--- config.mk ---
export PLATFORM = sky130hd
export DESIGN_NAME = lap_stopwatch
export DESIGN_NICKNAME = d
export VERILOG_FILES = /design/src/design/lsw_pkg.sv /design/src/design/lsw_div.sv /design/src/design/lsw_ctrl.sv /design/src/design/lsw_dpath.sv /design/src/design/lap_stopwatch.sv
export SDC_FILE = /design/constraint.sdc
export NUM_CORES = 2
export LEC_CHECK = 0
export ABC_CLOCK_PERIOD_IN_PS = 11700
export BUFFER_PORTS_ARGS = -buffer_cell sky130_fd_sc_hd__buf_2
export CORE_MARGIN = 2
export CORE_UTILIZATION = 30
export CTS_CLUSTER_SIZE = 12
export DETAILED_ROUTE_END_ITERATION = 16
export SYNTH_ARGS = -nofsm -noshare
export SYNTH_HDL_FRONTEND = slang
export SYNTH_HIERARCHICAL = 1
export SYNTH_SLANG_ARGS = --single-unit
--- constraint.sdc ---
create_clock -name clk -period 11.7 [get_ports clk]
set_input_delay 1.755 -clock clk [delete_from_list [all_inputs] [get_ports clk]]
set_output_delay 1.755 -clock clk [all_outputs]
set_load 0.05 [all_outputs]
--- src/design/lsw_pkg.sv ---
package lsw_pkg;

	localparam int SPLIT_SLOTS_DEF = 16;

	localparam int SEC_W   = 32;
	localparam int CS_W    = 7;
	localparam int IDX_W   = 4;
	localparam int REM_W   = 12;
	localparam int HOURS_W = 21;
	localparam int MS_W    = 6;
	localparam int LAP_W   = 5;

	localparam int CENTI_PER_SEC = 100;
	localparam logic [CS_W-1:0]  CENTI_MAX    = CS_W'(CENTI_PER_SEC - 1);
	localparam logic [SEC_W-1:0] SEC_PER_HOUR = SEC_W'(60 * 60);
	localparam logic [REM_W-1:0] SEC_PER_MIN  = REM_W'(60);

	// hours: (secs >> 4) * ceil(2^36 / 225) >> 36
	localparam int HSHIFT_IN = 4;
	localparam int RH_W      = 29;
	localparam int RH_SHIFT  = 36;
	localparam logic [RH_W-1:0] RECIP_HOUR = RH_W'(305419897);

	// minutes: (rem >> 2) * ceil(2^14 / 15) >> 14
	localparam int MSHIFT_IN = 2;
	localparam int RM_W      = 11;
	localparam int RM_SHIFT  = 14;
	localparam logic [RM_W-1:0] RECIP_MIN = RM_W'(1093);

	typedef enum logic [2:0] {
		REQ_TICK  = 3'd0,
		REQ_START = 3'd1,
		REQ_STOP  = 3'd2,
		REQ_CLEAR = 3'd3,
		REQ_SAVE  = 3'd4,
		REQ_READ  = 3'd5,
		REQ_DIFF  = 3'd6
	} req_t;

	typedef enum logic [2:0] {
		ST_IDLE,
		ST_EXEC,
		ST_RD_A,
		ST_RD_B,
		ST_FORM,
		ST_CONV,
		ST_DONE
	} state_t;

	typedef struct packed {
		logic accept;
		logic exec;
		logic rd;
		logic rd_second;
		logic cap_a;
		logic cap_b;
		logic form;
		logic out_load;
	} cmd_t;

	typedef struct packed {
		logic div_last;
		logic out_free;
	} stat_t;

endpackage

--- src/design/lsw_div.sv ---
module lsw_div (
	input  logic                           clk,
	input  logic                           arst_n,
	input  logic                           load,
	input  logic [lsw_pkg::SEC_W-1:0]      dividend,
	output logic [lsw_pkg::HOURS_W-1:0]    hours,
	output logic [lsw_pkg::MS_W-1:0]       minutes,
	output logic [lsw_pkg::MS_W-1:0]       secs,
	output logic                           last
);

	localparam int HX_W = lsw_pkg::SEC_W - lsw_pkg::HSHIFT_IN;
	localparam int PH_W = HX_W + lsw_pkg::RH_W;
	localparam int MX_W = lsw_pkg::REM_W - lsw_pkg::MSHIFT_IN;
	localparam int PM_W = MX_W + lsw_pkg::RM_W;

	logic                          vld_s1, vld_s2, vld_s3, vld_s4, vld_s5;
	logic [lsw_pkg::SEC_W-1:0]     sec_s1, sec_s2;
	logic [lsw_pkg::HOURS_W-1:0]   hours_s2, hours_s3, hours_s4, hours_s5;
	logic [lsw_pkg::REM_W-1:0]     rem_s3, rem_s4;
	logic [lsw_pkg::MS_W-1:0]      min_s4, min_s5, sec_s5;

	logic [PH_W-1:0]               prod_h;
	logic [lsw_pkg::SEC_W-1:0]     hour_secs, rem_full;
	logic [PM_W-1:0]               prod_m;
	logic [lsw_pkg::REM_W-1:0]     min_secs, sec_left;

	// reciprocal multiply, then multiply back and subtract
	assign prod_h    = {{lsw_pkg::RH_W{1'b0}}, sec_s1[lsw_pkg::SEC_W-1:lsw_pkg::HSHIFT_IN]}
		* {{HX_W{1'b0}}, lsw_pkg::RECIP_HOUR};
	assign hour_secs = {{(lsw_pkg::SEC_W - lsw_pkg::HOURS_W){1'b0}}, hours_s2}
		* lsw_pkg::SEC_PER_HOUR;
	assign rem_full  = sec_s2 - hour_secs;
	assign prod_m    = {{lsw_pkg::RM_W{1'b0}}, rem_s3[lsw_pkg::REM_W-1:lsw_pkg::MSHIFT_IN]}
		* {{MX_W{1'b0}}, lsw_pkg::RECIP_MIN};
	assign min_secs  = {{(lsw_pkg::REM_W - lsw_pkg::MS_W){1'b0}}, min_s4}
		* lsw_pkg::SEC_PER_MIN;
	assign sec_left  = rem_s4 - min_secs;

	always_ff @(posedge clk or negedge arst_n) begin
		if (!arst_n) begin
			vld_s1 <= 1'b0;
			vld_s2 <= 1'b0;
			vld_s3 <= 1'b0;
			vld_s4 <= 1'b0;
			vld_s5 <= 1'b0;
		end else begin
			vld_s1 <= load;
			vld_s2 <= vld_s1;
			vld_s3 <= vld_s2;
			vld_s4 <= vld_s3;
			vld_s5 <= vld_s4;
		end
	end

	always_ff @(posedge clk) begin
		if (load) begin
			sec_s1 <= dividend;
		end
		if (vld_s1) begin
			sec_s2   <= sec_s1;
			hours_s2 <= prod_h[lsw_pkg::RH_SHIFT +: lsw_pkg::HOURS_W];
		end
		if (vld_s2) begin
			hours_s3 <= hours_s2;
			rem_s3   <= rem_full[lsw_pkg::REM_W-1:0];
		end
		if (vld_s3) begin
			hours_s4 <= hours_s3;
			rem_s4   <= rem_s3;
			min_s4   <= prod_m[lsw_pkg::RM_SHIFT +: lsw_pkg::MS_W];
		end
		if (vld_s4) begin
			hours_s5 <= hours_s4;
			min_s5   <= min_s4;
			sec_s5   <= sec_left[lsw_pkg::MS_W-1:0];
		end
	end

	assign hours   = hours_s5;
	assign minutes = min_s5;
	assign secs    = sec_s5;
	assign last    = vld_s5;

endmodule

--- src/design/lsw_ctrl.sv ---
module lsw_ctrl (
	input  logic           clk,
	input  logic           arst_n,
	input  logic           in_valid,
	output logic           in_stall,
	input  lsw_pkg::stat_t stat,
	output lsw_pkg::cmd_t  cmd
);

	lsw_pkg::state_t state_q, state_d;

	always_ff @(posedge clk or negedge arst_n) begin
		if (!arst_n) begin
			state_q <= lsw_pkg::ST_IDLE;
		end else begin
			state_q <= state_d;
		end
	end

	always_comb begin
		state_d = state_q;
		case (state_q)
			lsw_pkg::ST_IDLE: begin
				if (in_valid) state_d = lsw_pkg::ST_EXEC;
			end
			lsw_pkg::ST_EXEC:   state_d = lsw_pkg::ST_RD_A;
			lsw_pkg::ST_RD_A:   state_d = lsw_pkg::ST_RD_B;
			lsw_pkg::ST_RD_B:   state_d = lsw_pkg::ST_FORM;
			lsw_pkg::ST_FORM:   state_d = lsw_pkg::ST_CONV;
			lsw_pkg::ST_CONV: begin
				if (stat.div_last) state_d = lsw_pkg::ST_DONE;
			end
			lsw_pkg::ST_DONE: begin
				if (stat.out_free) state_d = lsw_pkg::ST_IDLE;
			end
			default:            state_d = lsw_pkg::ST_IDLE;
		endcase
	end

	always_comb begin
		cmd      = '0;
		in_stall = 1'b1;
		case (state_q)
			lsw_pkg::ST_IDLE: begin
				in_stall   = 1'b0;
				cmd.accept = in_valid;
			end
			lsw_pkg::ST_EXEC: begin
				cmd.exec = 1'b1;
				cmd.rd   = 1'b1;
			end
			lsw_pkg::ST_RD_A: begin
				cmd.cap_a     = 1'b1;
				cmd.rd        = 1'b1;
				cmd.rd_second = 1'b1;
			end
			lsw_pkg::ST_RD_B:   cmd.cap_b    = 1'b1;
			lsw_pkg::ST_FORM:   cmd.form     = 1'b1;
			lsw_pkg::ST_DONE:   cmd.out_load = stat.out_free;
			default:            cmd          = '0;
		endcase
	end

endmodule

--- src/design/lsw_dpath.sv ---
module lsw_dpath #(
	parameter int SPLIT_SLOTS = lsw_pkg::SPLIT_SLOTS_DEF
) (
	input  logic                          clk,
	input  logic                          arst_n,
	input  lsw_pkg::cmd_t                 cmd,
	output lsw_pkg::stat_t                stat,
	input  logic [2:0]                    req_type,
	input  logic [lsw_pkg::IDX_W-1:0]     first_index,
	input  logic [lsw_pkg::IDX_W-1:0]     second_index,
	output logic                          out_valid,
	input  logic                          out_stall,
	output logic [lsw_pkg::HOURS_W-1:0]   hours,
	output logic [lsw_pkg::MS_W-1:0]      minutes,
	output logic [lsw_pkg::MS_W-1:0]      seconds_part,
	output logic [lsw_pkg::CS_W-1:0]      centis,
	output logic [lsw_pkg::LAP_W-1:0]     lap_count,
	output logic                          error_flag
);

	localparam int AW    = $clog2(SPLIT_SLOTS);
	localparam int NS_W  = $clog2(SPLIT_SLOTS + 1);
	localparam int ENT_W = lsw_pkg::SEC_W + lsw_pkg::CS_W;
	localparam int CMP_W = 9;

	lsw_pkg::req_t                 req_q;
	logic [lsw_pkg::IDX_W-1:0]     ia_q, ib_q;
	logic                          running_q;
	logic [lsw_pkg::CS_W-1:0]      centi_q;
	logic [lsw_pkg::SEC_W-1:0]     sec_q;
	logic [NS_W-1:0]               next_slot_q;
	logic [SPLIT_SLOTS-1:0]        valid_q;
	logic [ENT_W-1:0]              mem [SPLIT_SLOTS];
	logic [ENT_W-1:0]              rd_q;
	logic                          rd_ok_q;
	logic [lsw_pkg::SEC_W-1:0]     a_sec_q, b_sec_q;
	logic [lsw_pkg::CS_W-1:0]      a_cs_q, b_cs_q;
	logic [lsw_pkg::CS_W-1:0]      cs_q;
	logic                          err_q;
	logic                          out_valid_q;
	logic [lsw_pkg::HOURS_W-1:0]   hours_out_q;
	logic [lsw_pkg::MS_W-1:0]      min_out_q, sec_out_q;
	logic [lsw_pkg::CS_W-1:0]      cs_out_q;
	logic [lsw_pkg::LAP_W-1:0]     lap_out_q;
	logic                          err_out_q;

	logic                          full;
	logic                          save_wr;
	logic [lsw_pkg::IDX_W-1:0]     rd_idx;
	logic [AW-1:0]                 rd_addr, wr_addr;
	logic                          rd_in_range;
	logic [ENT_W-1:0]              rd_masked;

	logic                          a_lt_b, borrow;
	logic [lsw_pkg::SEC_W-1:0]     big_sec, small_sec, d_sec, src_sec;
	logic [lsw_pkg::CS_W-1:0]      big_cs, small_cs, d_cs, src_cs;
	logic                          src_err;

	logic [lsw_pkg::HOURS_W-1:0]   div_hours;
	logic [lsw_pkg::MS_W-1:0]      div_min, div_sec;
	logic                          div_last;

	assign full    = !(NS_W'(SPLIT_SLOTS) > next_slot_q);
	assign save_wr = cmd.exec && (req_q == lsw_pkg::REQ_SAVE) && !full;
	assign wr_addr = AW'(next_slot_q);

	assign rd_idx      = cmd.rd_second ? ib_q : ia_q;
	assign rd_addr     = AW'(rd_idx);
	assign rd_in_range = CMP_W'(rd_idx) < CMP_W'(SPLIT_SLOTS);
	assign rd_masked   = rd_ok_q ? rd_q : '0;

	// request latch and stopwatch state
	always_ff @(posedge clk or negedge arst_n) begin
		if (!arst_n) begin
			running_q   <= 1'b0;
			centi_q     <= '0;
			sec_q       <= '0;
			next_slot_q <= NS_W'(1);
			valid_q     <= '0;
		end else if (cmd.exec) begin
			case (req_q)
				lsw_pkg::REQ_TICK: begin
					if (running_q) begin
						if (centi_q == lsw_pkg::CENTI_MAX) begin
							centi_q <= '0;
							sec_q   <= sec_q + 1'b1;
						end else begin
							centi_q <= centi_q + 1'b1;
						end
					end
				end
				lsw_pkg::REQ_START: running_q <= 1'b1;
				lsw_pkg::REQ_STOP:  running_q <= 1'b0;
				lsw_pkg::REQ_CLEAR: begin
					centi_q     <= '0;
					sec_q       <= '0;
					next_slot_q <= NS_W'(1);
					valid_q     <= '0;
				end
				lsw_pkg::REQ_SAVE: begin
					if (!full) begin
						valid_q[wr_addr] <= 1'b1;
						next_slot_q      <= next_slot_q + 1'b1;
					end
				end
				default: ;
			endcase
		end
	end

	always_ff @(posedge clk) begin
		if (cmd.accept) begin
			req_q <= lsw_pkg::req_t'(req_type);
			ia_q  <= first_index;
			ib_q  <= second_index;
		end
	end

	// split memory, registered read
	always_ff @(posedge clk) begin
		if (save_wr) begin
			mem[wr_addr] <= {sec_q, centi_q};
		end
		if (cmd.rd) begin
			rd_q    <= mem[rd_addr];
			rd_ok_q <= rd_in_range && valid_q[rd_addr];
		end
	end

	// difference with centisecond borrow
	always_comb begin
		a_lt_b    = (a_sec_q < b_sec_q) || ((a_sec_q == b_sec_q) && (a_cs_q < b_cs_q));
		big_sec   = a_lt_b ? b_sec_q : a_sec_q;
		big_cs    = a_lt_b ? b_cs_q  : a_cs_q;
		small_sec = a_lt_b ? a_sec_q : b_sec_q;
		small_cs  = a_lt_b ? a_cs_q  : b_cs_q;
		borrow    = big_cs < small_cs;
		d_cs      = borrow
			? lsw_pkg::CS_W'({1'b0, big_cs} + 8'(lsw_pkg::CENTI_PER_SEC) - {1'b0, small_cs})
			: lsw_pkg::CS_W'(big_cs - small_cs);
		d_sec     = big_sec - small_sec - lsw_pkg::SEC_W'(borrow);

		case (req_q)
			lsw_pkg::REQ_READ: begin
				src_sec = a_sec_q;
				src_cs  = a_cs_q;
				src_err = 1'b0;
			end
			lsw_pkg::REQ_DIFF: begin
				src_sec = d_sec;
				src_cs  = d_cs;
				src_err = a_lt_b;
			end
			default: begin
				src_sec = sec_q;
				src_cs  = centi_q;
				src_err = err_q;
			end
		endcase
	end

	always_ff @(posedge clk) begin
		if (cmd.exec) begin
			err_q <= (req_q == lsw_pkg::REQ_SAVE) && full;
		end else if (cmd.form) begin
			err_q <= src_err;
		end
		if (cmd.cap_a) begin
			a_sec_q <= rd_masked[ENT_W-1:lsw_pkg::CS_W];
			a_cs_q  <= rd_masked[lsw_pkg::CS_W-1:0];
		end
		if (cmd.cap_b) begin
			b_sec_q <= rd_masked[ENT_W-1:lsw_pkg::CS_W];
			b_cs_q  <= rd_masked[lsw_pkg::CS_W-1:0];
		end
		if (cmd.form) begin
			cs_q <= src_cs;
		end
	end

	// seconds to hours, minutes and seconds
	lsw_div u_div (
		.clk      (clk),
		.arst_n   (arst_n),
		.load     (cmd.form),
		.dividend (src_sec),
		.hours    (div_hours),
		.minutes  (div_min),
		.secs     (div_sec),
		.last     (div_last)
	);

	// output register
	always_ff @(posedge clk or negedge arst_n) begin
		if (!arst_n) begin
			out_valid_q <= 1'b0;
		end else if (cmd.out_load) begin
			out_valid_q <= 1'b1;
		end else if (!out_stall) begin
			out_valid_q <= 1'b0;
		end
	end

	always_ff @(posedge clk) begin
		if (cmd.out_load) begin
			hours_out_q <= div_hours;
			min_out_q   <= div_min;
			sec_out_q   <= div_sec;
			cs_out_q    <= cs_q;
			lap_out_q   <= lsw_pkg::LAP_W'(next_slot_q);
			err_out_q   <= err_q;
		end
	end

	assign stat.div_last = div_last;
	assign stat.out_free = !out_valid_q || !out_stall;

	assign out_valid    = out_valid_q;
	assign hours        = hours_out_q;
	assign minutes      = min_out_q;
	assign seconds_part = sec_out_q;
	assign centis       = cs_out_q;
	assign lap_count    = lap_out_q;
	assign error_flag   = err_out_q;

endmodule

--- src/design/lap_stopwatch.sv ---
// channel  handshake             payload
// in       in_valid / in_stall   req_type, first_index, second_index
// out      out_valid / out_stall hours, minutes, seconds_part, centis, lap_count, error_flag
//
// Every request gives one result; requests are stalled until that result is
// loaded, and the next request can be taken in the same cycle it turns valid.
// A request passes through execute, two split reads, forming and the five-stage time converter.
// arst_n clears the time, the split valid bits and the controller at once.
// A stalled result holds the output register; a request may be taken meanwhile,
// and waits at its end until the register is free.
module lap_stopwatch #(
	parameter int SPLIT_SLOTS = lsw_pkg::SPLIT_SLOTS_DEF
) (
	input  logic                          clk,
	input  logic                          arst_n,
	input  logic                          in_valid,
	output logic                          in_stall,
	input  logic [2:0]                    req_type,
	input  logic [lsw_pkg::IDX_W-1:0]     first_index,
	input  logic [lsw_pkg::IDX_W-1:0]     second_index,
	output logic                          out_valid,
	input  logic                          out_stall,
	output logic [lsw_pkg::HOURS_W-1:0]   hours,
	output logic [lsw_pkg::MS_W-1:0]      minutes,
	output logic [lsw_pkg::MS_W-1:0]      seconds_part,
	output logic [lsw_pkg::CS_W-1:0]      centis,
	output logic [lsw_pkg::LAP_W-1:0]     lap_count,
	output logic                          error_flag
);

	lsw_pkg::cmd_t  cmd;
	lsw_pkg::stat_t stat;

	lsw_ctrl u_ctrl (
		.clk      (clk),
		.arst_n   (arst_n),
		.in_valid (in_valid),
		.in_stall (in_stall),
		.stat     (stat),
		.cmd      (cmd)
	);

	lsw_dpath #(
		.SPLIT_SLOTS (SPLIT_SLOTS)
	) u_dpath (
		.clk          (clk),
		.arst_n       (arst_n),
		.cmd          (cmd),
		.stat         (stat),
		.req_type     (req_type),
		.first_index  (first_index),
		.second_index (second_index),
		.out_valid    (out_valid),
		.out_stall    (out_stall),
		.hours        (hours),
		.minutes      (minutes),
		.seconds_part (seconds_part),
		.centis       (centis),
		.lap_count    (lap_count),
		.error_flag   (error_flag)
	);

endmodule
Word-level counts from Yosys, hierarchy flattened
Memory sizes are Yosys's and may differ from the RTL's. A register that Yosys moved wholly into a read port is not among the register bits.
Index checks and enable logic that the tools add are counted.
{"block": "word_totals", "regBits": 378, "ram_bits": 624, "word_cells": 150, "memories": 1}
{"block": "classes", "add_sub_neg": 10, "multipliers": 4, "n_lt_le_gt_ge": 7, "n_eq_ne": 21, "mux": 43, "bitwise": 1, "n_reduce_logical": 24}
{"name": "u_dpath.mem", "words": 16, "width": 39, "read_ports": 1, "rd_clocked_by_memory_dff": 1, "wr": 1, "line": "lsw_dpath.sv:33", "source": "logic [ENT_W-1:0] mem [SPLIT_SLOTS];"}
{"cell": "$mux 32", "count": 4}
{"cell": "$pmux 32 s2", "count": 2}
{"cell": "$mul 28x29->57 const B", "count": 1}
{"cell": "$mux 39", "count": 1}
{"cell": "$mux 7", "count": 5}
{"cell": "$add 32x1->32 const B", "count": 1}
{"cell": "$eq 32x32->1", "count": 1}
{"cell": "$lt 32x32->1", "count": 1}
{"cell": "$pmux 16 s2", "count": 1}
{"cell": "$sub 32x1->32", "count": 1}
{"cell": "$sub 32x32->32", "count": 1}
{"cell": "$pmux 7 s2", "count": 2}
{"cell": "$mul 21x8->8 const B", "count": 1}
{"cell": "$pmux 3 s7", "count": 1}
{"cell": "$mul 10x11->20 const B", "count": 1}
{"cell": "$eq 3x3->1 const B", "count": 6}
{"cell": "$mux 16", "count": 1}
{"cell": "$or 16x16->16", "count": 1}
{"cell": "$mux 1", "count": 15}
{"cell": "$lt 7x7->1", "count": 2}
{"cell": "$sub 7x7->7", "count": 2}
{"cell": "$eq 3x2->1 const B", "count": 4}
{"cell": "$ne 2x1->1 const B", "count": 6}
{"cell": "$sub 12x12->12", "count": 1}
{"cell": "other kinds (29)", "count": 48}

Depth between registers and ports, before layout
{"block": "logic_depth", "word_depth": 8, "ltp_mapped": 25}

By module
The synthesis kept the hierarchy.
{"mod": "lsw_dpath", "instances": 1, "cells_each": 2248, "area_each_um2": 36816.6, "seq_area_each_um2": 25786.0}
{"mod": "lsw_div", "instances": 1, "cells_each": 1689, "area_each_um2": 19621.3, "seq_area_each_um2": 5049.8}
{"mod": "lsw_ctrl", "instances": 1, "cells_each": 26, "area_each_um2": 224.0, "seq_area_each_um2": 75.1}

Worst setup path before layout
Ideal clock, no wire load.
{"block": "synth_path", "path_kind": "register to register", "start": "register u_dpath/u_div/sec_s1[30] (netlist name)", "end": "register u_dpath/u_div/hours_s2[19] (netlist name) (data pin)", "setup_time_ns": 0.258, "arrival_ns": 6.267, "required_time_ns": 11.442, "slack_ns": 5.175, "path_stages_with_launch": 21, "path_buffers": 0, "path_cell_list": "edfxtp_1 -> fa_1 -> inv_1 -> fa_1 -> inv_1 -> fa_1 -> fa_1 -> fa_1 -> fa_1 -> inv_1 -> fa_1 -> inv_1 -> ha_1 -> nand4_2 -> nor4_4 -> o21ai_2 -> nor4b_4 -> nor3_2 -> o31ai_4 -> a31oi_2 -> a21boi_1"}
{"block": "synth_between", "elab_chain_len": 1}
{"element": "start, declared", "line": "lsw_div.sv:18", "source": "logic [lsw_pkg::SEC_W-1:0] sec_s1, sec_s2;"}
{"element": "start signal, assigned", "line": "lsw_div.sv:58", "source": "sec_s1 <= dividend;"}
{"element": "$mul 28x29->57", "line": "lsw_div.sv:30", "source": "* {{HX_W{1'b0}}, lsw_pkg::RECIP_HOUR};"}
{"element": "named net u_dpath.u_div.prod_h[55]", "line": "lsw_div.sv:23", "source": "logic [PH_W-1:0] prod_h;"}
{"element": "end signal, assigned", "line": "lsw_div.sv:62", "source": "hours_s2 <= prod_h[lsw_pkg::RH_SHIFT +: lsw_pkg::HOURS_W];"}
{"element": "end, declared", "line": "lsw_div.sv:19", "source": "logic [lsw_pkg::HOURS_W-1:0] hours_s2, hours_s3, hours_s4, hours_s5;"}
The timed path passes the listed nets, and every way through them passes these cells.
A chain may end at the register's enable or synchronous reset.

Worst setup path in the final report
{"block": "layout_path", "start": "register u_dpath/u_div/sec_s1[30] (netlist name)", "end": "register u_dpath/u_div/hours_s2[14] (netlist name) (data pin)"}
The elaborated chain is that of the path after synthesis.

==> results.ini <==
[run_status]
status=complete, but fails checks
violations=DRC

[finish]
num-fill-cells=18200
regArea_sq_mm=0.0309
nets=4825
antenna_cells=0
final_cell_mix=edfxtp_1 (971), inv_1 (611), ha_1 (461)
multiInputGateArea_sq_mm=0.0232
synthToLayoutAreaGrowth_pct=12.0
layout_commonest_cell=edfxtp_1
drive_above_1_share_pct=11.8

[setup_path]
critical_path_depth=21
worstSetupEndpointType=flop
crit_buf_inv=3
timing.rr.end=u_dpath/u_div/hours_s2[14]
crit_type=reg -> reg
slowest_delay_ns=0.84
cp_slowest_cell=edfxtp_1
cp_cell_sequence=fa_1 > xor2_1 > ha_1 > a21oi_1 > fa_1 > fa_1 > fa_1 > inv_1 > fa_1 > inv_1 > fa_1 > inv_1 > ha_1 > nand4_2 > nor4_4 > nand2_1 > o32ai_2 > o21ai_2 > a31oi_4 > a221oi_1 > xnor2_1
required_ns=12.11
cpMostUsedCell=fa_1
reg2reg_slack_ns=4.38
reg2reg_from=u_dpath/u_div/sec_s1[30]
cp_top_family=adder cells
cp.arrival_ns=7.73
critPathMaxFanout=12
startpoint=u_dpath/u_div/sec_s1[30]
ff2ff_path_depth=21
crit_path_start_kind=flop
crit_end=u_dpath/u_div/hours_s2[14]

[floorplanning]
die_w_um=439
dieArea_sq_mm=0.192
rows=159
io_pins=63
die_y_um=439
placeableCoreArea_sq_mm=0.188
initial_utilization_pct=30.2

[synth]
synth_seq_cells=1041
synth_compound_area_share_pct=6.27
synth_top_family_by_area=adder cells
synth_top_area_share_pct=51.5
synth_cells=3963
yosysUniqueCellTypes=104
synth-simple-area-share_pct=5.68
ys_seq_area_share_pct=54.6
synthArstFlopShare_pct=6.72
syn-cell-area_sq_mm=0.0567
synthAdderAreaFrac_pct=20.2
synth_area_leader_cell=edfxtp_1
avgSynthCellArea_sq_um=14.3
synth.area.mux_share_pct=6.78
yosys_warnings=6
synthXorXnorAreaFrac_pct=1.59
syn_nets=4723
ys.flop_type=edfxtp_1
synthTopCellsByArea=edfxtp_1 (51%), ha_1 (10%), fa_1 (10%), mux4_2 (6.4%), inv_1 (4.0%)
synth-edff-count=971

[sta]
setup_tns_ns=0
hold_viol=0
grt_setup_unrepaired=no
finalCritPeriodShare_pct=62.6
finalCriticalPeriod_ns=7.32
fmax_ghz=0.137
max-slew-margin-rel_pct=30.6
fin_skew_ns=0.0816
setup_violations=0
finalMaxSlewViolations=0
worst_pin_slew_ns=1.04

[grt]
grt_max_degree=142
grt_pass1_vias=32800
gr-total-overflow=0
grt_antenna_before_repair=2
grt_usage_pct=14.0
grt_pass1_wl_mm=205

[cts]
insertion_delay_ns=0.73
cts_buffer_depth=3
ctsHtreeMaxLevel=3
numCtsBuffers=104
cts_setup_buffers=0
post_cts_resize_count=0
clk_pin_slew_ns=0.06
cts_tree=done
clock_sinks=1041
cts_hold_buf=0
clock-root-buffer=clkbuf_16

[placed_design]
portBuffers=62
place_congestion=0.902
hpwl_mm=91.1

[route]
ant_nets=0
first_pass_iters=11
viasPerCell=4.79
dr_total_vias=31800
wirelength_mm=134
wl_per_cell_um=20.3
drc=10
drt_iter0_markers=2502

[min_path]
hp-class=reg -> reg

[run]
cap_viol_max_count=0

-- worst min-delay path by stage --
stage,from,to,cells past startpoint
global placement,u_dpath/u_div/hours_s3[2],u_dpath/u_div/hours_s4[2],0
finish,u_dpath/u_div/sec_s1[3],u_dpath/u_div/sec_s2[3],0
global route,u_dpath/u_div/sec_s1[3],u_dpath/u_div/sec_s2[3],0
floorplan,u_dpath/cs_q[0],u_dpath/centis[0],0
detailed placement,u_dpath/u_div/hours_s4[16],u_dpath/u_div/hours[16],0
CTS,u_dpath/u_div/sec_s1[3],u_dpath/u_div/sec_s2[3],0
-- through the flow --
stage	setup slack (ns)	instance area [sq um]	utilization (%)	hold slack, ns	std cells
after floorplan	5.17	56700	-	0.400	3963
after global placement	4.47	60200	32.1	0.403	6454
after detailed placement	4.42	60200	32.1	0.405	6454
after CTS	4.32	63400	33.8	0.374	6636
after global routing	4.02	63400	33.8	0.384	6636
final	4.38	63400	33.8	0.368	6636
-- cells in the mapped netlist (56+ instances only) --
master    count
fa_1        284
dfrtp_1      69
o21ai_0      84
nor2_1      146
mux4_2      160
clkbuf_1     76
inv_1       611
a31oi_1      85
xnor2_1      56
edfxtp_1    971
and2_1       86
a21oi_1     119
nand2_1     182
ha_1        461
-- registers in the layout, indices dropped and copies added, names as in the netlist, 7 cells and up --
register	count
u_dpath/b_cs_q	7
u_dpath/cs_q	7
u_dpath/centi_q	7
u_dpath/u_div/hours_s4	21
u_dpath/a_sec_q	32
u_dpath/u_div/hours	21
u_dpath/rd_q	39
u_dpath/a_cs_q	7
u_dpath/u_div/hours_s2	21
u_dpath/u_div/sec_s1	32
u_dpath/sec_q	32
u_dpath/u_div/rem_s3	12
u_dpath/mem	624
u_dpath/valid_q	16
u_dpath/b_sec_q	32
u_dpath/u_div/hours_s3	21
u_dpath/centis	7
u_dpath/u_div/sec_s2	12
u_dpath/hours	21
-- final cells by class --
class	instances	area share, %
Multi-Input combinational cell	2198	36.5
Timing Repair Buffer	108	1.08
Inverter	612	3.62
Tap cell	2495	4.92
Clock inverter	25	0.586
Sequential cell	1041	48.7
Clock buffer	157	4.53
-- kinds of logic (layout without fill, tap and decap cells) --
logic type	count (synthesis)	after routing
flip-flops	1041	1041
adder cells (fa/ha/maj)	745	745
buffers and inverters	724	902
AND/OR/NAND/NOR	635	635
AO/OA/AOI/OAI	532	532
multiplexers	183	183
XOR/XNOR	103	103
-- layer usage --
layer  up-vias  wire length [um]  GRT usage [%]
met2       736             64800           23.3
li1      14500                 -              -
met1     16400             61000           19.3
met4         0              2750           3.39
met3       153              5910           1.73
met5         -                 0              0
Power is not shown: default switching activity piles up to over one toggle a cycle in this logic, so the estimate is an artifact.
